$ cat config.mk
export PLATFORM = sky130hd
export DESIGN_NAME = gray_to_bilevel_packer_flat
export DESIGN_NICKNAME = d
export VERILOG_FILES = /design/src/gbp_pkg.sv /design/src/gbp_interfaces.sv /design/src/gbp_csr_regs.sv /design/src/gbp_in_stage.sv /design/src/gbp_pack_core.sv /design/src/gray_to_bilevel_packer.sv /design/src/flat_wrapper.sv
export SDC_FILE = /design/constraint.sdc
export NUM_CORES = 1
export LEC_CHECK = 0
export BUFFER_PORTS_ARGS = -buffer_cell sky130_fd_sc_hd__clkbuf_2
export CORE_MARGIN = 2
export CORE_UTILIZATION = 60
export DETAILED_ROUTE_END_ITERATION = 8
export GPL_TIMING_DRIVEN = 1
export PLACE_DENSITY = 0.91
export SLEW_MARGIN = 20
export SYNTH_ARGS = -nofsm -noshare
export SYNTH_HDL_FRONTEND = slang
export SYNTH_SLANG_ARGS = --single-unit
$ cat constraint.sdc
create_clock -name clock -period 5.07 [get_ports clock]
set_input_delay 0.2535 -clock clock [delete_from_list [all_inputs] [get_ports clock]]
set_output_delay 0.2535 -clock clock [all_outputs]
set_load 0.1 [all_outputs]
$ cat src/gbp_pkg.sv
// ----------------------------------------------------------------------------
// gbp_pkg
// Types and constants shared by the gray to bilevel packer.
// ----------------------------------------------------------------------------
package gbp_pkg;

   localparam int unsigned BYTE_BITS = 8;

   // result status codes
   localparam logic [1:0] ST_OK        = 2'd0;
   localparam logic [1:0] ST_ABOVE_MAX = 2'd1;
   localparam logic [1:0] ST_EARLY_END = 2'd2;

   // register indexes
   localparam logic [1:0] CSR_IMAGE_WIDTH  = 2'd0;
   localparam logic [1:0] CSR_IMAGE_HEIGHT = 2'd1;
   localparam logic [1:0] CSR_MAX_VALUE    = 2'd2;

   typedef struct packed {
      logic [15:0] image_width;
      logic [15:0] image_height;
      logic [7:0]  max_value;
   } cfg_type;

   // item held in the input register
   typedef struct packed {
      logic       valid;
      logic [7:0] pixel;
      logic       end_of_input;
   } stage_type;

endpackage

$ cat src/gbp_interfaces.sv
// ----------------------------------------------------------------------------
// gbp interfaces
// Valid/ready channels for pixels, packed bytes and register writes.
// ----------------------------------------------------------------------------
interface gbp_req_if;
   logic       valid;
   logic       ready;
   logic [7:0] pixel;
   logic       end_of_input;

   modport source (output valid, output pixel, output end_of_input, input ready);
   modport sink   (input valid, input pixel, input end_of_input, output ready);
endinterface

interface gbp_rsp_if;
   logic       valid;
   logic       ready;
   logic [7:0] packed_byte;
   logic [1:0] status;
   logic       last;

   modport source (output valid, output packed_byte, output status, output last,
                   input ready);
   modport sink   (input valid, input packed_byte, input status, input last,
                   output ready);
endinterface

interface gbp_csr_if;
   logic        valid;
   logic        ready;
   logic [1:0]  index;
   logic [15:0] data;

   modport source (output valid, output index, output data, input ready);
   modport sink   (input valid, input index, input data, output ready);
endinterface

$ cat src/gbp_csr_regs.sv
// ----------------------------------------------------------------------------
// gbp_csr_regs
// Image width, height and maximum gray value registers.
// ----------------------------------------------------------------------------
module gbp_csr_regs (
   input  logic            clock,
   input  logic            reset,
   gbp_csr_if.sink         csr_ch,
   output gbp_pkg::cfg_type cfg
);

   gbp_pkg::cfg_type cfg_ff;
   gbp_pkg::cfg_type cfg_in;

   assign csr_ch.ready = 1'b1;

   always_comb begin
      cfg_in = cfg_ff;
      if (csr_ch.valid) begin
         unique case (csr_ch.index)
            gbp_pkg::CSR_IMAGE_WIDTH:  cfg_in.image_width  = csr_ch.data;
            gbp_pkg::CSR_IMAGE_HEIGHT: cfg_in.image_height = csr_ch.data;
            gbp_pkg::CSR_MAX_VALUE:    cfg_in.max_value    = csr_ch.data[7:0];
            default: ;
         endcase
      end
   end

   always_ff @(posedge clock) begin
      if (reset) begin
         cfg_ff.image_width  <= 16'd1;
         cfg_ff.image_height <= 16'd1;
         cfg_ff.max_value    <= 8'd255;
      end else begin
         cfg_ff <= cfg_in;
      end
   end

   assign cfg = cfg_ff;

endmodule

$ cat src/gbp_in_stage.sv
// ----------------------------------------------------------------------------
// gbp_in_stage
// Input register: holds one pixel item until the packer takes it.
// ----------------------------------------------------------------------------
module gbp_in_stage (
   input  logic              clock,
   input  logic              reset,
   gbp_req_if.sink           req_ch,
   input  logic              advance,
   output gbp_pkg::stage_type stage
);

   logic       valid_ff;
   logic       valid_in;
   logic [7:0] pixel_ff;
   logic       eoi_ff;
   logic       accept;

   assign req_ch.ready = !valid_ff || advance;
   assign accept       = req_ch.valid && req_ch.ready;

   always_comb begin
      valid_in = valid_ff;
      if (accept) begin
         valid_in = 1'b1;
      end else if (advance) begin
         valid_in = 1'b0;
      end
   end

   always_ff @(posedge clock) begin
      if (reset) begin
         valid_ff <= 1'b0;
      end else begin
         valid_ff <= valid_in;
      end
   end

   always_ff @(posedge clock) begin
      if (accept) begin
         pixel_ff <= req_ch.pixel;
         eoi_ff   <= req_ch.end_of_input;
      end
   end

   assign stage.valid        = valid_ff;
   assign stage.pixel        = pixel_ff;
   assign stage.end_of_input = eoi_ff;

endmodule

$ cat src/gbp_pack_core.sv
// ----------------------------------------------------------------------------
// gbp_pack_core
// Threshold, bit packing, row and image counting, and the result register.
// ----------------------------------------------------------------------------
module gbp_pack_core (
   input  logic              clock,
   input  logic              reset,
   input  gbp_pkg::stage_type stage,
   input  gbp_pkg::cfg_type   cfg,
   output logic              advance,
   gbp_rsp_if.source         rsp_ch
);

   logic [7:0]  acc_ff,  acc_in;
   logic [2:0]  fill_ff, fill_in;
   logic [15:0] col_ff,  col_in;
   logic [15:0] row_ff,  row_in;
   logic        done_ff, done_in;

   logic        out_valid_ff, out_valid_in;
   logic [7:0]  out_byte_ff,  out_byte_in;
   logic [1:0]  out_status_ff, out_status_in;
   logic        out_last_ff,  out_last_in;

   logic        proc;
   logic        emit;
   logic [8:0]  max_plus;
   logic [7:0]  threshold;
   logic        dark;
   logic [7:0]  acc_set;
   logic [15:0] col_inc;
   logic [15:0] row_inc;
   logic        row_end;
   logic        image_end;
   logic [3:0]  pad_shift;
   logic [7:0]  pad;

   assign advance = !out_valid_ff || rsp_ch.ready;
   assign proc    = stage.valid && advance;

   assign max_plus  = {1'b0, cfg.max_value} + 9'd1;
   assign threshold = max_plus[8:1];
   assign dark      = stage.pixel <= threshold;
   assign acc_set   = acc_ff | ({7'd0, dark} << (3'd7 - fill_ff));
   assign col_inc   = col_ff + 16'd1;
   assign row_inc   = row_ff + 16'd1;
   assign row_end   = col_inc == cfg.image_width;
   assign image_end = row_end && (row_inc == cfg.image_height);
   // unused low bits of a partial byte are padded with ones
   assign pad_shift = {1'b0, fill_ff} + 4'd1;
   assign pad       = 8'hFF >> pad_shift;

   always_comb begin
      acc_in        = acc_ff;
      fill_in       = fill_ff;
      col_in        = col_ff;
      row_in        = row_ff;
      done_in       = done_ff;
      emit          = 1'b0;
      out_byte_in   = out_byte_ff;
      out_status_in = out_status_ff;
      out_last_in   = out_last_ff;

      if (proc && !done_ff) begin
         if (stage.end_of_input) begin
            done_in       = 1'b1;
            emit          = 1'b1;
            out_byte_in   = 8'd0;
            out_status_in = gbp_pkg::ST_EARLY_END;
            out_last_in   = 1'b1;
         end else if (stage.pixel > cfg.max_value) begin
            done_in       = 1'b1;
            emit          = 1'b1;
            out_byte_in   = 8'd0;
            out_status_in = gbp_pkg::ST_ABOVE_MAX;
            out_last_in   = 1'b1;
         end else begin
            if (row_end) begin
               col_in  = 16'd0;
               row_in  = row_inc;
               done_in = image_end;
            end else begin
               col_in = col_inc;
            end
            if (fill_ff == 3'd7 || row_end) begin
               emit          = 1'b1;
               out_byte_in   = acc_set | pad;
               out_status_in = gbp_pkg::ST_OK;
               out_last_in   = image_end;
               acc_in        = 8'd0;
               fill_in       = 3'd0;
            end else begin
               acc_in  = acc_set;
               fill_in = fill_ff + 3'd1;
            end
         end
      end

      out_valid_in = out_valid_ff;
      if (proc && emit) begin
         out_valid_in = 1'b1;
      end else if (rsp_ch.ready) begin
         out_valid_in = 1'b0;
      end
   end

   always_ff @(posedge clock) begin
      if (reset) begin
         acc_ff       <= 8'd0;
         fill_ff      <= 3'd0;
         col_ff       <= 16'd0;
         row_ff       <= 16'd0;
         done_ff      <= 1'b0;
         out_valid_ff <= 1'b0;
      end else begin
         acc_ff       <= acc_in;
         fill_ff      <= fill_in;
         col_ff       <= col_in;
         row_ff       <= row_in;
         done_ff      <= done_in;
         out_valid_ff <= out_valid_in;
      end
   end

   always_ff @(posedge clock) begin
      out_byte_ff   <= out_byte_in;
      out_status_ff <= out_status_in;
      out_last_ff   <= out_last_in;
   end

   assign rsp_ch.valid       = out_valid_ff;
   assign rsp_ch.packed_byte = out_byte_ff;
   assign rsp_ch.status      = out_status_ff;
   assign rsp_ch.last        = out_last_ff;

endmodule

$ cat src/gray_to_bilevel_packer.sv
// ----------------------------------------------------------------------------
// gray_to_bilevel_packer
// Thresholds gray pixels and packs them MSB first into bilevel bytes.
// Path: an accepted pixel passes the input register, then the result register,
// before a byte that it completes appears on rsp_ch.
// Throughput: one pixel per cycle while rsp_ch is ready; a byte left waiting
// holds the input register, and req_ch stalls once that is full as well.
// Reset: synchronous; registers return to width 1, height 1, max 255 and
// all counters clear. After the last byte or an error, items are dropped.
// ----------------------------------------------------------------------------
module gray_to_bilevel_packer (
   input logic     clock,
   input logic     reset,
   gbp_req_if.sink   req_ch,
   gbp_rsp_if.source rsp_ch,
   gbp_csr_if.sink   csr_ch
);

   gbp_pkg::cfg_type   cfg;
   gbp_pkg::stage_type stage;
   logic               advance;

   gbp_csr_regs u_csr (
      .clock  (clock),
      .reset  (reset),
      .csr_ch (csr_ch),
      .cfg    (cfg)
   );

   gbp_in_stage u_in (
      .clock   (clock),
      .reset   (reset),
      .req_ch  (req_ch),
      .advance (advance),
      .stage   (stage)
   );

   gbp_pack_core u_core (
      .clock   (clock),
      .reset   (reset),
      .stage   (stage),
      .cfg     (cfg),
      .advance (advance),
      .rsp_ch  (rsp_ch)
   );

endmodule

$ cat src/flat_wrapper.sv
// flat-port wrapper written by rule: the top's interface ports become plain ports
module gray_to_bilevel_packer_flat 
  (clock, reset, req_ch_valid, req_ch_pixel, req_ch_end_of_input, req_ch_ready, rsp_ch_valid, rsp_ch_packed_byte, rsp_ch_status, rsp_ch_last, rsp_ch_ready, csr_ch_valid, csr_ch_index, csr_ch_data, csr_ch_ready);
  gbp_req_if req_ch_i ();
  gbp_rsp_if rsp_ch_i ();
  gbp_csr_if csr_ch_i ();
  input logic clock;
  input logic reset;
  input wire logic [$bits(req_ch_i.valid)-1:0] req_ch_valid;
  input wire logic [$bits(req_ch_i.pixel)-1:0] req_ch_pixel;
  input wire logic [$bits(req_ch_i.end_of_input)-1:0] req_ch_end_of_input;
  output wire logic [$bits(req_ch_i.ready)-1:0] req_ch_ready;
  output wire logic [$bits(rsp_ch_i.valid)-1:0] rsp_ch_valid;
  output wire logic [$bits(rsp_ch_i.packed_byte)-1:0] rsp_ch_packed_byte;
  output wire logic [$bits(rsp_ch_i.status)-1:0] rsp_ch_status;
  output wire logic [$bits(rsp_ch_i.last)-1:0] rsp_ch_last;
  input wire logic [$bits(rsp_ch_i.ready)-1:0] rsp_ch_ready;
  input wire logic [$bits(csr_ch_i.valid)-1:0] csr_ch_valid;
  input wire logic [$bits(csr_ch_i.index)-1:0] csr_ch_index;
  input wire logic [$bits(csr_ch_i.data)-1:0] csr_ch_data;
  output wire logic [$bits(csr_ch_i.ready)-1:0] csr_ch_ready;
  assign req_ch_i.valid = req_ch_valid;
  assign req_ch_i.pixel = req_ch_pixel;
  assign req_ch_i.end_of_input = req_ch_end_of_input;
  assign req_ch_ready = req_ch_i.ready;
  assign rsp_ch_valid = rsp_ch_i.valid;
  assign rsp_ch_packed_byte = rsp_ch_i.packed_byte;
  assign rsp_ch_status = rsp_ch_i.status;
  assign rsp_ch_last = rsp_ch_i.last;
  assign rsp_ch_i.ready = rsp_ch_ready;
  assign csr_ch_i.valid = csr_ch_valid;
  assign csr_ch_i.index = csr_ch_index;
  assign csr_ch_i.data = csr_ch_data;
  assign csr_ch_ready = csr_ch_i.ready;
  gray_to_bilevel_packer u_core (.clock(clock), .reset(reset), .req_ch(req_ch_i), .rsp_ch(rsp_ch_i), .csr_ch(csr_ch_i));
endmodule
==> results of run 1 <==
## layer usage
layer | share of wire (%) | vias up | global-route usage [%]
met3 | 7.6 | 36 | 6.30
met1 | 41 | 2584 | 34.6
met5 | 0 | - | 0
met4 | 2.9 | 0 | 11.0
met2 | 48 | 251 | 44.2
li1 | - | 2638 | -
## cells in the final DEF, fill, tap and decap left out, types with 6 or more instances in the layout
master	synthesis	routed
nand4_1	13	13
o211ai_1	10	10
clkbuf_2	0	44
dfxtp_1	86	86
nor3_1	19	19
a31oi_1	8	8
nand2_1	108	108
a22o_1	11	11
nand3b_1	6	6
a21oi_1	53	53
xnor2_1	28	28
o21ai_1	8	8
nor4_1	12	12
ha_1	24	24
o41ai_1	9	9
edfxtp_1	20	20
or2_2	9	9
inv_1	25	25
xor2_1	11	11
o311ai_1	7	7
nand3_1	30	30
nor2_1	52	52
nor2b_1	15	15
o21ai_0	21	21
clkbuf_8	0	10
and3_1	6	6
## kinds of logic (layout without fill, tap and decap cells)
family,Yosys count,count (layout),share of synthesized area [%]
AOI/OAI and AO/OA,160,160,17.7
xor gates and xnor gates,40,40,5.99
adders and majority gates,24,24,4.92
buffers and inverters,73,90,5.50
DFF,106,106,38.1
muxes,12,12,2.13
other,1,1,0.0615
and+or+nand+nor,311,311,25.7
## cells in the mapped netlist (4+ instances only)
library cell  instances  area, µm²
nand2_1             108        405
dfxtp_1              86       1720
a21oi_1              53        265
nor2_1               52        195
clkbuf_1             32        120
nand3_1              30        150
xnor2_1              28        245
inv_1                25       93.8
ha_1                 24        300
o21ai_0              21        105
edfxtp_1             20        601
nor3_1               19       95.1
nor2b_1              15       93.8
nand4_1              13       81.3
nor4_1               12       75.1
a22o_1               11       96.3
xor2_1               11       96.3
o211ai_1             10       75.1
o41ai_1               9       78.8
or2_2                 9       56.3
a31oi_1               8       50.1
o21ai_1               8       40.0
o311ai_1              7       61.3
and3_1                6       37.5
buf_6                 6       67.6
nand3b_1              6       45.0
a32o_1                5       50.1
and2_1                5       31.3
nand2b_1              5       31.3
a211oi_1              4       30.0
buf_2                 4       20.0
mux2_1                4       45.0
mux2_2                4       45.0
mux2i_1               4       40.0
o21a_1                4       30.0
or3_1                 4       25.0
or4_1                 4       30.0
## layout make-up
cell class | count | area, µm²
Fill cell | 825 | 3320
Timing Repair Buffer | 49 | 258
Clock buffer | 10 | 138
Tap cell | 133 | 166
Clock inverter | 6 | 76.3
Inverter | 25 | 93.8
Sequential cell | 106 | 2320
Multi-Input combinational cell | 548 | 3440
## flip-flops by register name, indices dropped and copies added, names as in the netlist
signal / count
u_core.u_csr.cfg: 40
u_core.u_in.pixel_ff: 8
u_core.u_in.eoi_ff: 1
u_core.u_core.col_ff: 16
u_core.u_core.fill_ff: 3
u_core.u_core.row_ff: 16
u_core.u_core.acc_ff: 8
u_core.u_core.rsp_ch.status: 2
u_core.u_core.rsp_ch.valid: 1
u_core.u_core.rsp_ch.last: 1
u_core.u_core.rsp_ch.packed_byte: 8
u_core.u_core.done_ff: 1
u_core.u_in.valid_ff: 1
## stage by stage
step | power [mW] | cell area, µm² | setup WS [ns] | cells | hold WS [ns]
detailed placement | 1.24 | 6280 | 1.26 | 861 | 0.433
floorplan | 1.17 | 6100 | 1.52 | 727 | 0.352
finish | 1.79 | 6500 | 1.17 | 877 | 0.0417
CTS | 1.79 | 6500 | 1.24 | 877 | 0.0314
global route | 1.86 | 6500 | 0.951 | 877 | 0.0162
global placement | 1.22 | 6280 | 1.38 | 861 | 0.433
## power breakdown
group / total [mW] / leakage, nW / internal (mW) / switching (mW)
clock: 0.564 / 0.110 / 0.253 / 0.311
combinational: 0.317 / 1.49 / 0.101 / 0.216
sequential: 0.906 / 0.887 / 0.887 / 0.0194
## worst paths after layout
kind | to | depth (start not counted)
max reg2reg | u_core.u_core.rsp_ch.status[1] | 6
max | u_core.u_core.rsp_ch.status[1] | 6
min reg2reg | u_core.u_csr.cfg[11] | 2
min | u_core.u_in.pixel_ff[3] | 1
==> results.cfg, run 1 <==
[worst_setup_path]
required_ns = 5.07
worst_r2r_startpoint = u_core.u_core.col_ff[6]
path_cells = and4_2, nand3_1, nor4_1, o22ai_1, or4_4, a21oi_1
cp-startpoint = u_core.u_core.col_ff[6]
cp_slowest_stage_delay_ns = 0.91
startpoint_type = flop
path_class = flop to flop
cpMaxStageDelayCell = a21oi_1
cp-end-kind = flop
rrSetupSlack_ns = 1.17
cp_max_fo = 38
crit_buf_inv = 0
cp.arrival_ns = 3.89
crit_family = simple AND/OR/NAND/NOR gates

[routing]
vias_per_cell = 6.28
ant_nets = 0
wire_per_inst_um = 16.8
drt_iter0_markers = 395
vias = 5509
firstDrtPassIters = 6
wirelength_um = 14700
route.detailed.drc = 0

[clocking]
cts_tree = done
ctsResizeCount = 0
numCtsBuffers = 9
htree_levels = 3
cts.sink_count = 106
holdBufCountCts = 0
clock_latency_ns = 0.38
cts_setup_buffers = 0
clockBufferDepth = 2
root_buffer = clkbuf_8
clk_pin_slew_worst_paths_ns = 0.11

[layout]
drive_above_1_share_pct = 12.1
synthToLayoutAreaGrowth_pct = 6.50
antenna_cells = 0
postLayoutCoreUtil_pct = 66.2
nNetsFinal = 795

[min_path]
hold_path_class = input pin to flop
hold_start = req_ch_pixel[3]

[yosys]
syn_area_um2 = 6100
synth_edf_count = 20
syn_nets = 783
synth_ff_type = dfxtp_1
syn_inst = 727
ys_warn_count = 0
synth-seq-cells = 106
seq_area_frac_synth_pct = 38.1
synth.avg_cell_area_um2 = 8.39
synth_cell_type_count = 69
async_reset_ff_share_pct = 0

[sta]
relSlewSlack_pct = 27.7
min_period_ns = 3.90
timing_hold_violations_final = 0
setup_viol_count_final = 0
rsz0062_at_grt = no
tightest_slew_ns = 1.09
maxSlewViolCount = 0
fin_crit_sh_pct = 76.8
setup_tns_ns = 0
worst_clock_skew_ns = 0.0122
clock.fmax_ghz = 0.257

[global_route]
track_usage_pct = 27.1
grt_pass1_wl_um = 24200
grt-ovfl-total = 0
grt_pass1_vias = 5162
antenna_found_initial = 0
grt_max_degree = 63

[placement]
post-dp-hpwl_um = 10600
port_buffers = 44
gp_congestion = 0.903

[floorplanning]
dieArea_um2 = 11000
die_y_um = 105
fp.dieW_um = 105
fp.coreArea_um2 = 9820
fp-row-count = 36
start_util_pct = 62.1
ios = 46

[power_and_ir_drop]
powerDensity_nw_per_um2 = 275
p_leak_nw = 2.49
ir_worst_vdd_v = 0.000208

[run_status]
status = finished, final reports clean

[job]
maxCapViolCount = 0
No activity file was read; power rests on OpenSTA's default activity.
==> run 2: changes to the inputs <==
--- a/config.mk
+++ b/config.mk
@@ -5,12 +5,13 @@
 export SDC_FILE = /design/constraint.sdc
 export NUM_CORES = 1
 export LEC_CHECK = 0
+export ABC_AREA = 1
 export BUFFER_PORTS_ARGS = -buffer_cell sky130_fd_sc_hd__clkbuf_2
 export CORE_MARGIN = 2
-export CORE_UTILIZATION = 60
+export CORE_UTILIZATION = 55
 export DETAILED_ROUTE_END_ITERATION = 8
 export GPL_TIMING_DRIVEN = 1
-export PLACE_DENSITY = 0.91
+export PLACE_DENSITY = 0.88
 export SLEW_MARGIN = 20
 export SYNTH_ARGS = -nofsm -noshare
 export SYNTH_HDL_FRONTEND = slang
==> constraint.sdc (replaced) <==
create_clock -name clock -period 3.16 [get_ports clock]
set_input_delay 0.158 -clock clock [delete_from_list [all_inputs] [get_ports clock]]
set_output_delay 0.158 -clock clock [all_outputs]
set_load 0.1 [all_outputs]
==> run 2 against run 1 <==
  * Die area up 7.6%
  * Final area up 3.8%
  * Synthesized area down 1.1%
  * Critical path depth up 9
  * Worst setup slack worse by 0.89 ns
  * First-iteration DRC count down 3.0%
  * Clock-buffer cell count down 1
  * Final cell count up 22%
==> results.cfg, run 2 <==
[power_and_ir_drop]
pwr-share-clk_pct = 33.1
internal-power_mw = 2.09
powerDensity_nw_per_um2 = 446
switchingPower_mw = 0.919
combPwrFrac_pct = 17.5
p_sw_share_pct = 30.6
ir_worst_vdd_v = 0.000248
pwr-share-seq_pct = 49.4
p_leak_nw = 3.17
power.total_mw = 3.01

[global_route]
met1_usage_pct = 32.5
grt-ovfl-total = 0
track_usage_pct = 24.3
grt_pass1_wl_um = 23000
busiest_layer = met2
use_met3_pct = 4.24
antenna_found_initial = 0
grt_pass1_vias = 5174
grtUsageMet2_pct = 40.3
grt_max_degree = 44

[layout]
final_cell_mix = 227 x nand2_1, 116 x nor2_1, 103 x inv_1
fillers = 909
layout_commonest_cell = nand2_1
nNetsFinal = 977
stdcell_area_um2 = 6740
antenna_cells = 0
stdcell_count = 1066
synthToLayoutAreaGrowth_pct = 11.7
postLayoutCoreUtil_pct = 62.5
drive_above_1_share_pct = 9.94
largest_reg_flops = 40

[placement]
placedCellCount = 1041
gp_congestion = 0.956
dpl_cell_area_um2 = 6400
port_buffers = 44
post-dp-hpwl_um = 10000

[clocking]
clk_pin_slew_worst_paths_ns = 0.11
htree_levels = 3
root_buffer = clkbuf_8
clock_latency_ns = 0.38
clockBufferDepth = 2
cts.sink_count = 106
numCtsBuffers = 9
cts_tree = done

[yosys]
yosysMostFrequentCell = nand2_1
synth.avg_cell_area_um2 = 6.92
synth-seq-cells = 106
synth_edf_count = 20
syn_area_um2 = 6040
synth_ff_type = dfxtp_1
syn_inst = 872
synth_commonest_cells = 227 x nand2_1, 117 x nor2_1, 103 x inv_1
syn_nets = 928
yosysTopAreaCell = dfxtp_1
synth_cell_type_count = 41
async_reset_ff_share_pct = 0
seq_area_frac_synth_pct = 38.5
synthTopCellsByArea = dfxtp_1 29%, nand2_1 14%, edfxtp_1 10%
synth_top_area_share_pct = 28.5
ys_warn_count = 0

[sta]
min_period_ns = 2.87
tightest_slew_ns = 0.872
whs_ns = 0.0218
maxSlewViolCount = 0
clock.fmax_ghz = 0.348
relSlewSlack_pct = 41.7
timing_hold_violations_final = 0
fin_crit_sh_pct = 90.9
setup_viol_count_final = 0
worst_clock_skew_ns = 0.0152

[floorplanning]
start_util_pct = 55.9
fp.coreArea_um2 = 10800
die_y_um = 109
ios = 46
fp.dieW_um = 109
dieArea_um2 = 11800
fp-row-count = 38

[routing]
vias_per_cell = 5.42
firstDrtPassIters = 6
wirelength_um = 13900
drt_iter0_markers = 383
route.detailed.drc = 0
vias = 5775
ant_nets = 0
wire_per_inst_um = 13.1

[worst_setup_path]
cp-end-kind = flop
reg2reg_depth = 15
required_ns = 3.30
crit_cells = 15
cpMaxStageDelayCell = dfxtp_1
cp_slowest_stage_delay_ns = 0.41
crit_buf_inv = 2
cp.arrival_ns = 3.02
path_cells = nand3_1, nor3_2, nand3_1, xor2_1, inv_1, ha_1, nand2_1, nor2_1, a21boi_1, o22ai_2, nand2_1, nor2_1, a21o_1, o21ai_0, inv_1
cp_max_fo = 5
path_class = flop to flop
startpoint_type = flop
crit_family = simple AND/OR/NAND/NOR gates

[run_status]
status = finished, final reports clean

[job]
maxCapViolCount = 0

[min_path]
hold_path_class = input pin to flop
min_path_cells = 3
[run 2: cell count changes after synthesis, sizes merged, moves of 14 or more]
cell    before  now
nand3       31   68
nand2      108  232
inv         25  105
nor2b       15    0
nor2        52  122
o21ai       29   58
clkbuf      32   17
xnor2       28    4
nor4        14    0
[run 2: kinds of logic (layout without fill, tap and decap cells)]
group                      Yosys count  count (layout)  synth area share (%)
AOI/OAI and AO/OA                  133             133                  12.1
xor gates and xnor gates            21              21                  3.05
buffers and inverters              129             183                  8.35
adders and majority gates           24              24                  4.98
DFF                                106             106                  38.5
and+or+nand+nor                    458             458                  33.0
other                                1               1                0.0621
[run 2: worst min-delay path: stages]
cell and delay, ns:
clkbuf_2 0.08, nand2_1 0.07, a21oi_1 0.06
[run 2: cell type report]
cell class              count  area (µm²)  share of cell area [%]
clock buffers               9         124                    1.84
clock inverters             7         121                    1.80
inverters                 107         402                    5.96
multi-input cells         637        3220                    47.8
flip-flops and latches    106        2320                    34.4
well taps                 140         175                    2.60
repair buffers             60         375                    5.57
[run 2: worst paths after layout]
| path | start | end | slack [ns] |
|---|---|---|---|
| max | u_core.u_csr.cfg[2] | u_core.u_core.rsp_ch.packed_byte[0] | 0.29 |
| max reg2reg | u_core.u_csr.cfg[2] | u_core.u_core.rsp_ch.packed_byte[0] | 0.29 |
| min | req_ch_valid | u_core.u_in.valid_ff | 0.02 |
| min reg2reg | u_core.u_core.done_ff | u_core.u_core.done_ff | 0.46 |
[run 2: per-layer routing]
layer	wire length, µm	vias to the layer above	share of wire (%)
met4	238	0	1.7
met1	6200	2619	45
met3	831	31	6.0
met5	0	-	0
li1	-	2922	-
met2	6650	203	48
[run 2: power by group through the flow]
stage          combinational [mW]  clock, mW  sequential (mW)
2_1_floorplan               0.331          0             1.55
3_3_place_gp                0.483          0             1.51
3_5_place_dp                0.495          0             1.51
4_1_cts                     0.513       1.01             1.48
5_1_grt                     0.593       1.06             1.49
6_report                    0.527      0.996             1.49
[run 2: metrics by stage]
| step | TNS [ns] | setup WS [ns] |
|---|---|---|
| CTS | 0 | 0.259 |
| finish | 0 | 0.286 |
| global placement | 0 | 0.545 |
| floorplan | 0 | 0.448 |
| detailed placement | 0 | 0.400 |
| global route | -0.0450 | -0.0320 |
[run 2: timing repair]
action,CTS,global route
buffers inserted,0,0
resized for setup,0,3
hold buffers,9,0
setup endpoints to repair,0,12
endpoints found under the hold margin,9,0
